### src/rtl/core/ffh_pkg.sv
// Shared types, constants and codes for the first-fit heap allocator.
// No dependencies; the allocator, the size rounder and the testbench import this package.
package ffh_pkg;

    localparam int unsigned ARENA_BYTES       = 65536;
    localparam int unsigned HEADER_BYTES      = 16;
    localparam int unsigned MIN_PAYLOAD_BYTES = 16;
    localparam int unsigned SLOT_COUNT        = ARENA_BYTES / 8;
    localparam int unsigned SLOT_W            = $clog2(SLOT_COUNT);
    localparam int unsigned OFF_W             = $clog2(ARENA_BYTES);
    localparam int unsigned ARENA_W           = OFF_W + 1;

    localparam logic [2:0] ST_GRANTED  = 3'd0;
    localparam logic [2:0] ST_ZERO     = 3'd1;
    localparam logic [2:0] ST_NO_SPACE = 3'd2;
    localparam logic [2:0] ST_FREED    = 3'd3;
    localparam logic [2:0] ST_IGNORED  = 3'd4;

    localparam logic REQ_ALLOC = 1'b0;
    localparam logic REQ_FREE  = 1'b1;

    typedef struct packed {
        logic        req_type;
        logic [16:0] request_size;
        logic [12:0] request_alignment;
        logic [15:0] release_offset;
    } ffh_req_t;

    typedef struct packed {
        logic [2:0]  status;
        logic [15:0] payload_offset;
    } ffh_res_t;

    // one block header, kept per 8-byte slot of block start
    typedef struct packed {
        logic [OFF_W-1:0]  size;
        logic              free;
        logic [SLOT_W-1:0] prev;
    } ffh_hdr_t;

    localparam int unsigned HDR_W = $bits(ffh_hdr_t);

    typedef enum logic [3:0] {
        S_INIT,
        S_IDLE,
        S_A_RD,
        S_A_SPLIT,
        S_FIX,
        S_F_RD,
        S_F_NXT,
        S_F_WS,
        S_F_PRV
    } ffh_state_t;

endpackage

### src/rtl/core/ffh_size_round.sv
// Rounds a request size up to its alignment (min 8, raised to a power of two).
// Depends on ffh_pkg.
module ffh_size_round (
    input  logic [16:0] request_size,
    input  logic [12:0] request_alignment,
    output logic [17:0] want,
    output logic        zero
);
    import ffh_pkg::*;

    logic [12:0] mask;

    always_comb
    begin
        if (request_alignment < 13'd8)
        begin
            mask = 13'd7;
        end
        else
        begin
            mask = request_alignment - 13'd1;
        end
        // smear to the next power of two minus one
        mask = mask | (mask >> 1);
        mask = mask | (mask >> 2);
        mask = mask | (mask >> 4);
        mask = mask | (mask >> 8);
        want = ({1'b0, request_size} + {5'd0, mask}) & ~{5'd0, mask};
        zero = (request_size == 17'd0);
    end

endmodule

### config.mk
export PLATFORM = sky130hd
export DESIGN_NAME = ffh_size_round
export DESIGN_NICKNAME = d
export VERILOG_FILES = /design/src/rtl/core/ffh_pkg.sv /design/src/rtl/core/ffh_size_round.sv
export SDC_FILE = /design/constraint.sdc
export NUM_CORES = 1
export LEC_CHECK = 0
export BUFFER_PORTS_ARGS = -buffer_cell sky130_fd_sc_hd__buf_2
export CAP_MARGIN = 25
export CORE_ASPECT_RATIO = 0.7
export CORE_MARGIN = 4
export CORE_UTILIZATION = 45
export DETAILED_ROUTE_END_ITERATION = 10
export GPL_TIMING_DRIVEN = 0
export PLACE_DENSITY = 0.8
export SYNTH_ARGS = -nofsm -noshare
export SYNTH_HDL_FRONTEND = slang
export SYNTH_SLANG_ARGS = --single-unit
### constraint.sdc
create_clock -name vclk -period 5.5
set_input_delay 0.55 -clock vclk [all_inputs]
set_output_delay 0.55 -clock vclk [all_outputs]
set_load 0.01 [all_outputs]
# After elaboration in Yosys (flattened, before gate mapping)
# Cells that the tools add are included.
[totals] ff_bits=0 inputBits=30 output_inout_bits=19 wordCells=11
[classes] add_sub_neg=2 magnitude_cmp=1 n_mux=1 bitwise_logic=6 n_reduce_logical=1
[op_table] cell="17-bit by 13-bit adder with 18-bit output" count=1
[op_table] cell="18-bit AND" count=1
[op_table] cell="13-bit NOT with 18-bit output" count=1
[op_table] cell="17-bit zero test" count=1
[op_table] cell="13-bit by 4-bit less-than comparator with 1-bit output, second input constant" count=1
[op_table] cell="13-bit 2-to-1 mux" count=1
[op_table] cell="13-bit by 11-bit bitwise OR with 13-bit output" count=1
[op_table] cell="13-bit by 12-bit bitwise OR with 13-bit output" count=1
[op_table] cell="13-bit by 5-bit bitwise OR with 13-bit output" count=1
[op_table] cell="13-bit by 9-bit bitwise OR with 13-bit output" count=1
[op_table] cell="13-bit by 1-bit subtractor with 13-bit output, second input constant" count=1

# Longest topological paths before layout
[logic_depth] ltp_word=8 ltp_mapped=16

# Worst setup path before layout
# OpenSTA, ideal clock, no wires.
[synth_path] kind="in2out" start="input request_alignment[0]" end="output want[12]" arrival_ns=3.399 t_required_ns=4.950 setup_slack_ns=1.551 path_stages=15 cell_sequence="inv_1 ha_1 clkbuf_1 o21bai_1 a31o_2 a21o_1 a211oi_2 nand3_2 ha_1 nor2b_1 o31a_1 o311ai_0 a21oi_1 xnor2_1 nor2_1"
[synth_via] elab_chain_cells=8
[synth_rtl] item="start: declaration" line="ffh_size_round.sv:5" text="input logic [12:0] request_alignment,"
[synth_rtl] item="13-bit by 1-bit subtractor with 13-bit output or 13-bit by 4-bit less-than comparator with 1-bit output (tied branches)" line="ffh_size_round.sv:21, ffh_size_round.sv:15"
[synth_rtl] item="13-bit 2-to-1 mux *" line="ffh_size_round.sv:15" text="if (request_alignment < 13'd8)"
[synth_rtl] item="13-bit by 12-bit bitwise OR with 13-bit output *" line="ffh_size_round.sv:24" text="mask = mask | (mask >> 1);"
[synth_rtl] item="13-bit by 11-bit bitwise OR with 13-bit output *" line="ffh_size_round.sv:25" text="mask = mask | (mask >> 2);"
[synth_rtl] item="13-bit by 9-bit bitwise OR with 13-bit output *" line="ffh_size_round.sv:26" text="mask = mask | (mask >> 4);"
[synth_rtl] item="13-bit by 5-bit bitwise OR with 13-bit output *" line="ffh_size_round.sv:27" text="mask = mask | (mask >> 8);"
[synth_rtl] item="17-bit by 13-bit adder with 18-bit output or 13-bit NOT with 18-bit output (tied branches)" line="ffh_size_round.sv:28" text="want = ({1'b0, request_size} + {5'd0, mask}) & ~{5'd0, mask};"
[synth_rtl] item="18-bit AND *" line="ffh_size_round.sv:28"
[synth_rtl] item="end: declaration" line="ffh_size_round.sv:6" text="output logic [17:0] want,"
# Every way passes the cells marked *; elsewhere a longest branch is shown, timed or not.

# Final worst setup path
[layout_path] start="input request_alignment[1]" end="output want[11]"
# Same word-level chain as after synthesis.

==> flow_summary.json <==
{
  "endpoint_kind": "output port",
  "grt_usage_pct": 20.15,
  "drtAntennaViolNets": 0,
  "switchingPower_uw": 70.44,
  "p_clk_share_pct": 0,
  "synth.avg_cell_area_um2": 6.667,
  "fin_crit_sh_pct": 84.69,
  "cts_hold_buf": 0,
  "worst_setup_path_start_kind": "input port",
  "vias_per_cell": 5.930,
  "die_w_um": 73.71,
  "max_freq_ghz": 0.2147,
  "finalSetupTns_ps": 0,
  "drc_errors": 0,
  "nets": 298,
  "p_int_uw": 50.48,
  "synth_common_cells": "22 x nor2_1, 16 x a21oi_1, 15 x ha_1",
  "period_needed_ps": 4658,
  "max-vdd-ir-drop_mv": 0.03143,
  "fp.dieArea_um2": 3980,
  "postRouteWirelength_um": 3939,
  "port_buffers": 46,
  "wl_per_cell_um": 13.77,
  "layout_setup_ws_ps": 842.1,
  "dp_hpwl_um": 3336,
  "die_h_um": 54.00,
  "crit_start": "request_alignment[1]",
  "path_class": "in2out",
  "coreArea_um2": 2843,
  "cts_resized": 0,
  "regArea_um2": 0,
  "cts_setup_buffers": 0,
  "outcome": "finished clean",
  "pwr-share-seq_pct": 0,
  "start_util_pct": 47.84,
  "swShare_pct": 58.25,
  "seq_area_frac_synth_pct": 0,
  "n_antenna_cell": 0,
  "power_density_nw_per_um2": 73.94,
  "synth_nets": 250,
  "grt_pass1_vias": 1473,
  "rows": 16,
  "area_growth_pct": 20.24,
  "synth_area_leaders": "ha_1 14%, xnor2_1 6.4%, nor2_1 6.1%",
  "netlist_instances": 204,
  "grt_max_degree": 11,
  "synth_area_leader_cell": "ha_1",
  "yosysMostFrequentCell": "nor2_1",
  "grt_pass1_wl_um": 6555,
  "comb_power_share_pct": 100.0,
  "antenna_found_initial": 0,
  "crit_required_ps": 4950,
  "leakagePower_nw": 0.6945,
  "maxCapViolations": 0,
  "rsz0062_at_grt": "false",
  "ys_types": 53,
  "flops_and_latches": 0,
  "overflow": 0,
  "finalSetupViolations": 0,
  "crit_fanout": 10,
  "ios": 49,
  "cp.arrival_ps": 4110,
  "worst_pin_slew_ps": 632.0,
  "dr.first_iter.drc_count": 125,
  "vias": 1696,
  "relSlewSlack_pct": 57.54,
  "pre_cts_slack_ps": 931.2,
  "netlist_area_um2": 1360,
  "ys_warn_count": 0,
  "hold_class": "in2out",
  "hold_violations": 0,
  "drv_slew": 0,
  "drive_gt1_share_pct": 25.20,
  "fillers": 302,
  "worstHoldStart": "request_size[11]",
  "clkbuf_count": 0,
  "gp_congestion": 0.8551,
  "dr.pass1.iters": 4,
  "synth_top_area_share_pct": 13.80
}
worst paths after layout:
kind              cells after the start       end
setup / recovery                     17  want[11]
hold / removal                        3      zero
layout by cell type (no fill, tap or decap), types with 2 or more instances in the layout:
master	Yosys	layout
or3_1	3	3
inv_1	9	9
nand4_1	7	7
nand4b_1	2	2
xnor2_1	10	10
nor3_2	2	2
nor2b_1	4	4
o211ai_1	2	2
clkbuf_1	4	4
buf_2	1	47
nor2_1	22	22
nor4_1	4	4
or2_2	3	3
o21a_1	6	6
o21ai_0	13	13
and3_1	2	2
nor3_1	10	10
nand3_1	7	7
a211oi_1	4	4
nand2_1	12	12
a21o_1	4	4
nor4_2	2	2
ha_1	15	15
xor2_1	5	5
nand2b_1	8	8
a21oi_1	16	16
power by group through the flow:
stage / clock network [mW] / logic (mW) / registers (mW)
after floorplan: 0 / 0.0798 / 0
after global placement: 0 / 0.117 / 0
after detailed placement: 0 / 0.119 / 0
after CTS: 0 / 0.120 / 0
after global routing: 0 / 0.136 / 0
final: 0 / 0.121 / 0
critical path: stages:
cell and delay [ps]:
buf_2 130, inv_1 60, ha_1 160, clkbuf_1 310
and2b_1 240, o211ai_1 110, a32oi_1 400, a21oi_1 150
o21ai_0 320, ha_1 360, a21o_1 220, a21o_1 200
a21oi_1 300, o21ai_0 210, xnor2_1 160, nor2_1 90
buf_2 130
routing by layer:
layer	GRT usage, %	vias to the layer above	wire [um]
met4	0.6024	0	0
met5	0	-	0
met2	30.59	86	1632
met1	32.51	754	1910
met3	0.3731	0	396
li1	-	856	-
cell families (layout without fill, tap and decap cells):
family | count (synthesis) | after routing | synth area share, %
and+or+nand+nor | 96 | 96 | 40.11
xor gates and xnor gates | 15 | 15 | 9.659
adders and majority gates | 16 | 16 | 15.27
other | 1 | 1 | 0.2757
buffers and inverters | 16 | 62 | 4.967
AOI/OAI and AO/OA | 60 | 60 | 29.72
layout make-up:
type / instances / area [um^2] / share of cell area, %
Timing Repair Buffer: 46 / 230.2 / 14.08
Tap cell: 36 / 45.04 / 2.754
Buffer: 6 / 27.53 / 1.683
Inverter: 10 / 40.04 / 2.448
Multi-Input combinational cell: 188 / 1292 / 79.04
per-stage QoR:
stage               util (%)  instances  total power, mW  cell area [um^2]  hold WS (ps)
global placement       57.53        286           0.1172              1635          1360
global route           57.53        286           0.1358              1635          1391
floorplan                  -        204          0.07981              1360          1150
finish                 57.53        286           0.1209              1635          1366
detailed placement     57.53        286           0.1192              1635          1368
CTS                    57.53        286           0.1197              1635          1369
(Power assumes the default switching activity.)
